===== config.mk =====
export PLATFORM = sky130hd
export DESIGN_NAME = maze_turn_choice_and_path_reducer
export DESIGN_NICKNAME = d
export VERILOG_FILES = /design/src/hdl/mtc_pkg.sv /design/src/hdl/mtc_front.sv /design/src/hdl/mtc_queue.sv /design/src/hdl/mtc_back.sv /design/src/hdl/maze_turn_choice_and_path_reducer.sv
export SDC_FILE = /design/constraint.sdc
export NUM_CORES = 1
export LEC_CHECK = 0
export BUFFER_PORTS_ARGS = -buffer_cell sky130_fd_sc_hd__buf_2
export CAP_MARGIN = 20
export CELL_PAD_IN_SITES_DETAIL_PLACEMENT = 1
export CELL_PAD_IN_SITES_GLOBAL_PLACEMENT = 2
export CORE_MARGIN = 4
export CORE_UTILIZATION = 45
export DETAILED_ROUTE_END_ITERATION = 6
export PLACE_DENSITY_LB_ADDON = 0.1
export SLEW_MARGIN = 10
export SYNTH_ARGS = -nofsm -noshare
export SYNTH_HDL_FRONTEND = slang
export SYNTH_SLANG_ARGS = --single-unit

===== constraint.sdc =====
create_clock -name clk -period 8.6 [get_ports clk]
set_input_delay 0.43 -clock clk [delete_from_list [all_inputs] [get_ports clk]]
set_output_delay 0.43 -clock clk [all_outputs]
set_load 0.03 [all_outputs]

===== src/hdl/mtc_pkg.sv =====
// shared types and constants for the maze turn chooser and path reducer
// no dependencies; imported by every module of the block
package mtc_pkg;

	// path store geometry
	localparam int PATH_DEPTH = 128;
	localparam int ADDR_W     = $clog2(PATH_DEPTH);
	localparam int CNT_W      = $clog2(PATH_DEPTH + 1);

	// fixed field widths of the stream words
	localparam int IDX_W      = 7;
	localparam int CNT_OUT_W  = 8;
	localparam int CMP_W      = (CNT_W > IDX_W) ? CNT_W : IDX_W;
	localparam int S_TDATA_W  = 16;
	localparam int M_TDATA_W  = 16;

	// command codes carried in s_tuser
	localparam logic [1:0] CMD_OBS   = 2'd0;
	localparam logic [1:0] CMD_READ  = 2'd1;
	localparam logic [1:0] CMD_CLEAR = 2'd2;

	// turn codes, code times 90 is the turn angle
	localparam logic [1:0] DIR_STRAIGHT = 2'd0;
	localparam logic [1:0] DIR_RIGHT    = 2'd1;
	localparam logic [1:0] DIR_BACK     = 2'd2;
	localparam logic [1:0] DIR_LEFT     = 2'd3;

	// work kinds handed from the front to the back
	typedef enum logic [2:0] {
		K_OBS   = 3'd0,
		K_FAIL  = 3'd1,
		K_END   = 3'd2,
		K_READ  = 3'd3,
		K_CLEAR = 3'd4,
		K_NOP   = 3'd5
	} op_kind_t;

	// one classified word
	typedef struct packed {
		op_kind_t           kind;
		logic [1:0]         dir;
		logic [IDX_W-1:0]   ridx;
	} op_t;

endpackage


===== src/hdl/mtc_front.sv =====
// front end: accepts stream words, holds the hand rule and picks the turn
// depends on mtc_pkg
module mtc_front
	import mtc_pkg::*;
(
	input  logic                 clk,
	input  logic                 arst_n,
	input  logic                 s_tvalid,
	output logic                 s_tready,
	// left_exit, straight_exit, right_exit, end_found, turn_ok, read_index[6:0], zero pad
	input  logic [S_TDATA_W-1:0] s_tdata,
	// cmd[1:0]
	input  logic [1:0]           s_tuser,
	input  logic                 cfg_valid,
	output logic                 cfg_ready,
	input  logic                 cfg_data,
	output logic                 op_valid,
	input  logic                 op_ready,
	output op_t                  op
);

	logic       hand_rule_q;
	logic       fl, fs, fr, endf, ok;
	logic [1:0] turn;

	// hand rule register, always ready
	assign cfg_ready = 1'b1;
	always_ff @(posedge clk or negedge arst_n) begin
		if (!arst_n) begin
			hand_rule_q <= 1'b0;
		end else if (cfg_valid) begin
			hand_rule_q <= cfg_data;
		end
	end

	assign fl   = s_tdata[0];
	assign fs   = s_tdata[1];
	assign fr   = s_tdata[2];
	assign endf = s_tdata[3];
	assign ok   = s_tdata[4];

	// turn choice by the selected hand rule, back when no exit seen
	always_comb begin
		turn = DIR_BACK;
		if (hand_rule_q) begin
			if (fr)      turn = DIR_RIGHT;
			else if (fs) turn = DIR_STRAIGHT;
			else if (fl) turn = DIR_LEFT;
		end else begin
			if (fl)      turn = DIR_LEFT;
			else if (fs) turn = DIR_STRAIGHT;
			else if (fr) turn = DIR_RIGHT;
		end
	end

	// classify the word
	always_comb begin
		op.dir  = DIR_STRAIGHT;
		op.ridx = s_tdata[5 +: IDX_W];
		case (s_tuser)
			CMD_OBS: begin
				if (endf) begin
					op.kind = K_END;
				end else begin
					op.dir  = turn;
					op.kind = ok ? K_OBS : K_FAIL;
				end
			end
			CMD_READ:  op.kind = K_READ;
			CMD_CLEAR: op.kind = K_CLEAR;
			default:   op.kind = K_NOP;
		endcase
	end

	assign op_valid = s_tvalid;
	assign s_tready = op_ready;

endmodule


===== src/hdl/mtc_queue.sv =====
// two-entry queue of classified words between front and back
// depends on mtc_pkg
module mtc_queue
	import mtc_pkg::*;
(
	input  logic clk,
	input  logic arst_n,
	input  logic in_valid,
	output logic in_ready,
	input  op_t  in_op,
	output logic out_valid,
	input  logic out_ready,
	output op_t  out_op
);

	op_t        slot_q [2];
	logic       wr_ptr_q, rd_ptr_q;
	logic [1:0] fill_q;
	logic       push, pop;

	assign in_ready  = (fill_q != 2'd2);
	assign out_valid = (fill_q != 2'd0);
	assign push      = in_valid && in_ready;
	assign pop       = out_valid && out_ready;
	assign out_op    = slot_q[rd_ptr_q];

	// pointers and fill level
	always_ff @(posedge clk or negedge arst_n) begin
		if (!arst_n) begin
			wr_ptr_q <= 1'b0;
			rd_ptr_q <= 1'b0;
			fill_q   <= 2'd0;
		end else begin
			if (push) wr_ptr_q <= ~wr_ptr_q;
			if (pop)  rd_ptr_q <= ~rd_ptr_q;
			if (push && !pop)      fill_q <= fill_q + 2'd1;
			else if (pop && !push) fill_q <= fill_q - 2'd1;
		end
	end

	// slot storage
	always_ff @(posedge clk) begin
		if (push) begin
			slot_q[wr_ptr_q] <= in_op;
		end
	end

endmodule


===== src/hdl/mtc_back.sv =====
// back end: path store, stack count, fold of back turns and result register
// depends on mtc_pkg
module mtc_back
	import mtc_pkg::*;
(
	input  logic                 clk,
	input  logic                 arst_n,
	input  logic                 q_valid,
	output logic                 q_ready,
	input  op_t                  q_op,
	output logic                 m_tvalid,
	input  logic                 m_tready,
	// direction[1:0], path_count[7:0], finished, turn_failed, entry_value[1:0], zero pad
	output logic [M_TDATA_W-1:0] m_tdata
);

	typedef enum logic [2:0] {
		ST_IDLE = 3'b001,
		ST_FOLD = 3'b010,
		ST_READ = 3'b100
	} back_state_t;

	back_state_t      state_q, state_d;
	logic [CNT_W-1:0] count_q, count_d;
	logic             done_q, done_d;
	logic [1:0]       top_q, top_d;
	logic [1:0]       dir_hold_q;
	logic             hit_q;

	logic [1:0]       mem [PATH_DEPTH];
	logic [1:0]       rdata_q;
	logic             wr_en, rd_en;
	logic [ADDR_W-1:0] wr_addr, rd_addr;
	logic [1:0]       wr_data;

	logic             out_valid_q;
	logic [1:0]       res_dir_q, res_val_q;
	logic [CNT_W-1:0] res_cnt_q;
	logic             res_done_q, res_fail_q;
	logic             ld_out;
	logic [1:0]       nxt_dir, nxt_val;
	logic             nxt_fail;

	logic             take;
	logic [CNT_W-1:0] cnt_inc, cnt_dec;
	logic [1:0]       fold_sum;

	assign take     = q_valid && (state_q == ST_IDLE) && (!out_valid_q || m_tready);
	assign q_ready  = take;
	assign cnt_inc  = count_q + CNT_W'(1);
	assign cnt_dec  = count_q - CNT_W'(1);
	assign fold_sum = 2'(dir_hold_q + top_q + rdata_q);

	// sequencer: most words finish in ST_IDLE; a fold or a path read goes on to ST_FOLD or ST_READ
	always_comb begin
		state_d  = state_q;
		count_d  = count_q;
		done_d   = done_q;
		top_d    = top_q;
		wr_en    = 1'b0;
		wr_addr  = ADDR_W'(count_q);
		wr_data  = q_op.dir;
		rd_en    = 1'b0;
		rd_addr  = ADDR_W'(q_op.ridx);
		ld_out   = 1'b0;
		nxt_dir  = DIR_STRAIGHT;
		nxt_val  = DIR_STRAIGHT;
		nxt_fail = 1'b0;
		case (state_q)
			ST_IDLE: begin
				if (take) begin
					case (q_op.kind)
						K_OBS: begin
							if (done_q) begin
								ld_out = 1'b1;
							end else if (count_q >= CNT_W'(2) && top_q == DIR_BACK) begin
								// second newest becomes a back turn: fetch the third
								rd_en   = 1'b1;
								rd_addr = ADDR_W'(count_q - CNT_W'(2));
								state_d = ST_FOLD;
							end else begin
								wr_en   = 1'b1;
								top_d   = q_op.dir;
								count_d = cnt_inc;
								done_d  = (cnt_inc == CNT_W'(PATH_DEPTH));
								nxt_dir = q_op.dir;
								ld_out  = 1'b1;
							end
						end
						K_FAIL: begin
							ld_out = 1'b1;
							if (!done_q) begin
								nxt_dir  = q_op.dir;
								nxt_fail = 1'b1;
							end
						end
						K_END: begin
							ld_out = 1'b1;
							if (!done_q) begin
								wr_en   = 1'b1;
								wr_data = DIR_STRAIGHT;
								top_d   = DIR_STRAIGHT;
								count_d = cnt_inc;
								done_d  = 1'b1;
							end
						end
						K_READ: begin
							rd_en   = 1'b1;
							state_d = ST_READ;
						end
						K_CLEAR: begin
							count_d = '0;
							done_d  = 1'b0;
							ld_out  = 1'b1;
						end
						default: begin
							ld_out = 1'b1;
						end
					endcase
				end
			end
			ST_FOLD: begin
				// fold three turns into one at the third newest place
				wr_en   = 1'b1;
				wr_addr = ADDR_W'(cnt_dec - CNT_W'(1));
				wr_data = fold_sum;
				top_d   = fold_sum;
				count_d = cnt_dec;
				nxt_dir = dir_hold_q;
				ld_out  = 1'b1;
				state_d = ST_IDLE;
			end
			ST_READ: begin
				nxt_val = hit_q ? rdata_q : DIR_STRAIGHT;
				ld_out  = 1'b1;
				state_d = ST_IDLE;
			end
			default: begin
				state_d = ST_IDLE;
			end
		endcase
	end

	// control state
	always_ff @(posedge clk or negedge arst_n) begin
		if (!arst_n) begin
			state_q     <= ST_IDLE;
			count_q     <= '0;
			done_q      <= 1'b0;
			out_valid_q <= 1'b0;
		end else begin
			state_q <= state_d;
			count_q <= count_d;
			done_q  <= done_d;
			if (ld_out)        out_valid_q <= 1'b1;
			else if (m_tready) out_valid_q <= 1'b0;
		end
	end

	// top of stack copy and held operands
	always_ff @(posedge clk) begin
		top_q <= top_d;
		if (take) begin
			dir_hold_q <= q_op.dir;
			hit_q      <= (CMP_W'(q_op.ridx) < CMP_W'(count_q));
		end
	end

	// path store, one write and one registered read port
	always_ff @(posedge clk) begin
		if (wr_en) begin
			mem[wr_addr] <= wr_data;
		end
		if (rd_en) begin
			rdata_q <= mem[rd_addr];
		end
	end

	// result register
	always_ff @(posedge clk) begin
		if (ld_out) begin
			res_dir_q  <= nxt_dir;
			res_cnt_q  <= count_d;
			res_done_q <= done_d;
			res_fail_q <= nxt_fail;
			res_val_q  <= nxt_val;
		end
	end

	assign m_tvalid = out_valid_q;
	assign m_tdata  = {2'b00, res_val_q, res_fail_q, res_done_q,
		CNT_OUT_W'(res_cnt_q), res_dir_q};

	// checks
	a_count_bound: assert property (@(posedge clk) disable iff (!arst_n)
		count_q <= CNT_W'(PATH_DEPTH))
		else $error("path count above store depth");

	a_open_not_full: assert property (@(posedge clk) disable iff (!arst_n)
		!done_q |-> count_q < CNT_W'(PATH_DEPTH))
		else $error("store full but not finished");

	a_fold_entry: assert property (@(posedge clk) disable iff (!arst_n)
		state_q == ST_FOLD |-> (top_q == DIR_BACK && count_q >= CNT_W'(2)))
		else $error("fold started without a back turn");

	a_busy_out_free: assert property (@(posedge clk) disable iff (!arst_n)
		state_q != ST_IDLE |-> !out_valid_q)
		else $error("result register busy during store read");

	a_busy_delivers: assert property (@(posedge clk) disable iff (!arst_n)
		state_q != ST_IDLE |=> (out_valid_q && state_q == ST_IDLE))
		else $error("store read did not give a result");

endmodule


===== src/hdl/maze_turn_choice_and_path_reducer.sv =====
// Maze turn chooser and path reducer. Each intersection word picks a turn by the
// left- or right-hand rule and pushes it on a path stack; a back turn in second
// place folds the three newest turns into one. A fold or a path read goes on
// to a further back-end state, set by the single registered read port of the
// path store. A two-word queue lets the input side run ahead while a result
// waits. The store needs no clearing pass after reset.
// depends on mtc_pkg, mtc_front, mtc_queue, mtc_back
module maze_turn_choice_and_path_reducer
	import mtc_pkg::*;
(
	input  logic                 clk,
	input  logic                 arst_n,
	input  logic                 s_tvalid,
	output logic                 s_tready,
	// left_exit, straight_exit, right_exit, end_found, turn_ok, read_index[6:0], zero pad
	input  logic [S_TDATA_W-1:0] s_tdata,
	// cmd[1:0]
	input  logic [1:0]           s_tuser,
	output logic                 m_tvalid,
	input  logic                 m_tready,
	// direction[1:0], path_count[7:0], finished, turn_failed, entry_value[1:0], zero pad
	output logic [M_TDATA_W-1:0] m_tdata,
	input  logic                 cfg_valid,
	output logic                 cfg_ready,
	input  logic                 cfg_data
);

	logic f_valid, f_ready, b_valid, b_ready;
	op_t  f_op, b_op;

	// classify and pick the turn
	mtc_front u_front (
		.clk       (clk),
		.arst_n    (arst_n),
		.s_tvalid  (s_tvalid),
		.s_tready  (s_tready),
		.s_tdata   (s_tdata),
		.s_tuser   (s_tuser),
		.cfg_valid (cfg_valid),
		.cfg_ready (cfg_ready),
		.cfg_data  (cfg_data),
		.op_valid  (f_valid),
		.op_ready  (f_ready),
		.op        (f_op)
	);

	// decoupling queue
	mtc_queue u_queue (
		.clk       (clk),
		.arst_n    (arst_n),
		.in_valid  (f_valid),
		.in_ready  (f_ready),
		.in_op     (f_op),
		.out_valid (b_valid),
		.out_ready (b_ready),
		.out_op    (b_op)
	);

	// path stack and results
	mtc_back u_back (
		.clk      (clk),
		.arst_n   (arst_n),
		.q_valid  (b_valid),
		.q_ready  (b_ready),
		.q_op     (b_op),
		.m_tvalid (m_tvalid),
		.m_tready (m_tready),
		.m_tdata  (m_tdata)
	);

endmodule


======== Word-level counts from Yosys, hierarchy flattened ========
Memories as Yosys holds them, arrays and structs flattened. A register that Yosys moved wholly into a read port is not among the register bits.
Cells that the tools add are included.
operators by class
  equal/unequal tests ..................... 19
  $add $sub $neg .......................... 8
  order comparisons ....................... 2
  reduce and logical (&&, ||, !) cells .... 22
  muxes and demuxes ....................... 73
  bitwise logic cells ..................... 2
operator list
  kind                                                               number
  2-to-1 mux 2 bit                                                   21
  2-to-1 mux 7 bit                                                   6
  2-to-1 mux 8 bit                                                   4
  one-hot mux 8 bit (3 select lines)                                 1
  2-to-1 mux 1 bit                                                   22
  one-hot mux 2 bit (2 select lines)                                 5
  inequality test 3 bit, second input constant                       6
  one-hot mux 8 bit (2 select lines)                                 1
  2-to-1 mux 3 bit                                                   5
  one-hot mux 1 bit (2 select lines)                                 5
  == test 3 x 2 -> 1 bit, second input constant                      3
  one-hot mux 3 bit (3 select lines)                                 1
  adder 8 x 1 -> 8 bit, second input constant                        1
  == test 8 bit, second input constant                               1
  greater-or-equal comparator 8 x 2 -> 1 bit, second input constant  1
  < comparator 7 x 8 -> 1 bit                                        1
  nonzero test 2 bit                                                 4
  subtractor 8 x 1 -> 8 bit, second input constant                   1
  logical AND 1 bit                                                  7
  subtractor 7 x 1 -> 7 bit, second input constant                   1
  subtractor 7 x 2 -> 7 bit, second input constant                   1
  == test 3 x 1 -> 1 bit, second input constant                      2
  == test 3 bit, second input constant                               2
  one-hot mux 3 bit (2 select lines)                                 1
  17 further kinds                                                   23
storage, ports and cells
  input bits .............................. 24
  output and inout port bits .............. 19
  memories ................................ 2
  word-level logic and storage cells ...... 144
  register bits ........................... 37
  RAM bits ................................ 280
memories
  name            words  bits a word  rd ports  clocked after Yosys merged registers in  write ports  RTL line         RTL
  u_back.mem      128    2            1         1                                        1            mtc_back.sv:30   logic [1:0] mem [PATH_DEPTH];
  u_queue.slot_q  2      12           1         0                                        1            mtc_queue.sv:16  op_t slot_q [2];

======== Longest topological paths before layout ========
  word-level depth ........................ 9
  mapped depth ............................ 15
  depth with buffers taken out ............ 12

======== Cells and area by module ========
From an unflattened synthesis, not the netlist that was laid out.
unflattened totals
  cells, all modules ...................... 1217
  area total of the unflattened synthesis .. 14873.0 um^2
modules (own cells, without submodules)
  module     times used  cells an instance  area each (um^2)
  mtc_back   1           1137               13605.5
  mtc_queue  1           55                 1078.5
  mtc_front  1           25                 188.9

======== Least setup slack after synthesis ========
No wires, ideal clock.
  path kind ............................... register to register
  from .................................... register u_back.out_valid_q (netlist: u_back.m_tvalid)
  to ...................................... memory u_back.mem[0][0] (data pin)
  data required time ...................... 7.375 ns
  path slack .............................. 0.844 ns
  cell stages (with the launch flop) ...... 6
  arrival time ............................ 6.531 ns
  cells stage by stage .................... dfrtp_1 > nor2b_1 > or3_1 > clkbuf_1 > nor3_1 > o31ai_1
on the way
  word-level cells in the longest chain between the ends .. 5
ends and longest elaborated chain
  item                                RTL line         RTL
  start, declared                     mtc_back.sv:36   logic out_valid_q;
  start signal, assigned              mtc_back.sv:150  out_valid_q <= 1'b0;
  start signal, assigned              mtc_back.sv:155  if (ld_out) out_valid_q <= 1'b1;
  start signal, assigned              mtc_back.sv:156  else if (m_tready) out_valid_q <= 1'b0;
  zero test 1 bit                     mtc_back.sv:48   assign take = q_valid && (state_q == ST_IDLE) && (!out_valid_q || m_tready);
  logical OR 1 bit                    mtc_back.sv:48
  logical AND 1 bit                   mtc_back.sv:48
  2-to-1 mux 2 bit                    mtc_back.sv:71   if (take) begin
  one-hot mux 2 bit (2 select lines)  mtc_back.sv:69   case (state_q)
  named net u_back.wr_data[0]         mtc_back.sv:34   logic [1:0] wr_data;
  end, declared                       mtc_back.sv:30
The timed path passes the listed nets, and every way through them passes these cells.

======== Worst setup path in the final report ========
  from .................................... register u_queue.rd_ptr_q
  to ...................................... register u_back.rdata_q[1] (read register of u_back.mem) (data pin)
on the way
  word-level cells in the longest chain between the ends .. 6
  elaborated cells between the ends (all ways) .. 11
ends and longest elaborated chain
  item                                                                            RTL line         RTL
  start, declared                                                                 mtc_queue.sv:17  logic wr_ptr_q, rd_ptr_q;
  start signal, assigned                                                          mtc_queue.sv:35  if (pop) rd_ptr_q <= ~rd_ptr_q;
  memory (2 x 12 bit) *                                                           n/a
  parallel branches: the longest is 5 deep, another holds == test 3 x 2 -> 1 bit  n/a
  end, declared                                                                   mtc_back.sv:31   logic [1:0] rdata_q;
Every way passes the cells marked *.
A chain may end at the register's enable or synchronous reset.

==> results.py <==
metrics = {
    "finish": {
        "drive_gt1_share_pct": 13.2,
        "layout.nets": 1180,
        "stdcell_count": 1568,
        "syn_to_final_growth_pct": 12.1,
        "final_common_cell": "edfxtp_1",
        "mostFrequentLayoutCells": "edfxtp_1, nor2_1, nand2_1, mux2i_1, clkbuf_16",
        "antennaDiodeCount": 0,
    },
    "die": {
        "dieWidth_um": 188,
        "die_h_um": 188,
        "rows": 65,
        "core_mm2": 0.0317,
        "num_io_pins": 43,
        "die_area_mm2": 0.0353,
        "initial_utilization_pct": 46.0,
    },
    "cts": {
        "ctsResizeCount": 0,
        "cts_setup_buffers": 0,
        "cts-root-buf": "clkbuf_16",
        "clkSinkCount": 319,
        "clk_latency_ns": 0.53,
        "cts_tree": "yes",
        "htree_num_levels": 2,
        "cts.path.max_buffers": 3,
        "hold_buffers": 1,
        "clkTransAtPathRegs_ns": 0.06,
        "cts_buffers": 37,
    },
    "yosys": {
        "yosysWarnings": 0,
        "yosysTopAreaCell": "edfxtp_1",
        "synth_edf_count": 301,
        "synthCells": 1106,
        "yosys.area.top_type_share_pct": 62.0,
        "ys_ff_latch": 319,
        "synth.distinct_cells": 75,
        "synthTopCellsByArea": "edfxtp_1, mux2i_1, nor2_1",
        "syn_area_mm2": 0.0146,
        "synthFlopType": "edfxtp_1",
        "seq_area_frac_synth_pct": 65.1,
        "synthArstFlopShare_pct": 5.64,
        "syn_area_per_cell_um2": 13.2,
    },
    "place": {
        "dp_hpwl_um": 23900,
        "portBuffers": 35,
        "place_congestion": 0.793,
        "placedCellCount": 1501,
    },
    "timing": {
        "finalHoldWorstSlack_ns": 0.0942,
        "finClkSkew_ns": 0.0182,
        "rsz0062_at_grt": "no",
        "slew_violations": 0,
        "tightest_slew_ns": 1.12,
        "fin_crit_sh_pct": 63.4,
        "slew_headroom_pct": 25.1,
        "layout_min_cycle_time_ns": 5.45,
        "setup_viol": 0,
        "max_freq_mhz": 183,
        "hold_violations": 0,
        "finalSetupTns_ns": 0,
    },
    "routing": {
        "drt-wirelength-per-cell_um": 23.6,
        "wl_met3_um": 1420,
        "routed_via_density": 5.75,
        "top_layer": "met4",
        "drc": 0,
        "drt-met1-wl_um": 16800,
        "drt-total-wl_um": 37000,
        "ant_nets": 0,
        "vias": 9019,
        "wl_met2_um": 18000,
        "drtIter0Drc": 503,
        "drtPass1Iterations": 5,
    },
    "worst_setup_path": {
        "critPathSlowestCell": "dfrtp_1",
        "crit_type": "register to register",
        "crit_path_cell_trace": "or3b_1 -> a2111oi_4 -> a31o_2 -> and2_4 -> buf_4 -> mux4_2 -> and2_1 -> a2111oi_0 -> a211o_1 -> a2111oi_2",
        "crit_path_max_incr_delay_ns": 0.84,
        "crit_family": "compound AO/OA/AOI/OAI gates",
        "worst_setup_path_start_kind": "register",
        "critical_path_arrival_ns": 5.70,
        "crit_fanout": 50,
        "worstSetupEndpointType": "register",
        "ff2ff_path_depth": 10,
        "critPathRequiredTime_ns": 8.84,
        "cp.depth": 10,
        "worstPathBufferInverterCount": 1,
    },
    "grt": {
        "grt_max_degree": 103,
        "grt_antenna_before_repair": 0,
        "overflow": 0,
        "grt_pass1_vias": 9501,
        "grt_pass1_wl_um": 56700,
        "grtUsageTotal_pct": 20.8,
    },
    "worst_hold_path": {
        "hp-class": "primary input to register",
        "hold_depth": 1,
    },
    "power": {
        "p_total_w": 0.00581,
        "worst_ir_drop_vdd_mv": 0.204,
        "power_leakage_nw": 5.58,
        "power_density_mw_per_mm2": 356,
    },
    "flow_run": {
        "maxCapViolations": 0,
    },
    "outcome": {
        "status": "finished clean",
    },
}
worst register-to-register path, cell delays in order, from the launching register on:
cell	delay, ns
dfrtp_1	0.84
or3b_1	0.48
a2111oi_4	0.47
a31o_2	0.38
and2_4	0.66
buf_4	0.65
mux4_2	0.60
and2_1	0.19
a2111oi_0	0.63
a211o_1	0.22
a2111oi_2	0.06
through the flow:
stage | utilization [%] | area, um2 | setup slack [ns]
6_report | 51.5 | 16300 | 3.15
5_1_grt | 51.5 | 16300 | 2.87
4_1_cts | 51.5 | 16300 | 3.11
3_5_place_dp | 47.5 | 15100 | 3.17
3_3_place_gp | 47.5 | 15100 | 3.22
2_1_floorplan | - | 14600 | 0.844
final cells by class:
type / count / area [um2]
Fill cell: 3141 / 15400
Sequential cell: 319 / 9490
Multi-Input combinational cell: 710 / 4720
Clock buffer: 43 / 970
Tap cell: 402 / 503
Timing Repair Buffer: 52 / 310
Clock inverter: 22 / 275
Inverter: 20 / 75.1
cells by family (layout without fill, tap and decap cells):
kind of cell / Yosys count / after routing / share of synthesized area [%]
buf+inv: 78 / 137 / 2.75
fa+ha+maj: 16 / 16 / 1.42
simple gates: 397 / 397 / 11.9
flops: 319 / 319 / 65.1
mux: 115 / 115 / 9.35
compound gates: 151 / 151 / 7.72
xor+xnor: 28 / 28 / 1.68
other cells: 2 / 3 / 0.0515
synthesized netlist by cell type (3+ instances only):
library cell    n
o32ai_1         7
and2_1          9
xnor2_1        24
or4_1           6
o221ai_1        6
clkbuf_1       26
edfxtp_1      301
a211oi_1       10
dfrtp_1        17
a21boi_0       10
o22ai_1         3
mux4_2         13
nand4_1         7
a41oi_1         3
o2111ai_1       5
ha_1           15
nor2_1        165
nor3b_1         3
a21oi_1        25
nand3_1        32
a211o_1         3
o21a_1          4
buf_6           6
a31oi_1         5
o21bai_1        3
nor3_1         13
nand2_1       125
a2111oi_0       4
o21ai_0        24
buf_2          11
xor2_1          4
nor2b_1         5
nor4_1          4
a311oi_1        4
or3_1           4
a311o_1         7
buf_4          13
mux2i_1        81
inv_1          18
o31ai_1         3
and3_1          6
nand2b_1        8
mux2_2         19
or2_2           3
metal layers:
| layer | up-vias | global-route usage, % |
|---|---|---|
| met5 | - | 0 |
| met2 | 181 | 35.3 |
| met3 | 53 | 2.77 |
| met4 | 0 | 5.59 |
| met1 | 4577 | 28.4 |
| li1 | 4208 | - |
final timing paths:
kind	from	endpoint	slack, ns
min in group asynchronous	arst_n	u_front.hand_rule_q	0.41
min	s_tdata[7]	u_queue.slot_q[0][2]	0.09
min reg2reg	u_queue.wr_ptr_q	u_queue.wr_ptr_q	0.50
max reg2reg	u_queue.rd_ptr_q	u_back.rdata_q[1]	3.15
max	u_queue.rd_ptr_q	u_back.rdata_q[1]	3.15
max in group asynchronous	arst_n	u_back.state_q[0]	7.81
registers in the layout, summed over array words and instances, names as in the netlist, 3 cells and up:
name / cells
u_back.mem: 256
u_queue.slot_q: 24
u_back.count_q: 8
u_back.res_cnt_q: 8
u_back.state_q: 3
report_power, final:
| group | total (W) | internal [W] | switching (W) |
|---|---|---|---|
| Sequential | 0.00217 | 0.00206 | 0.000109 |
| Clock | 0.00160 | 0.000988 | 0.000612 |
| Combinational | 0.00205 | 0.000650 | 0.00140 |
(Power assumes the default switching activity.)
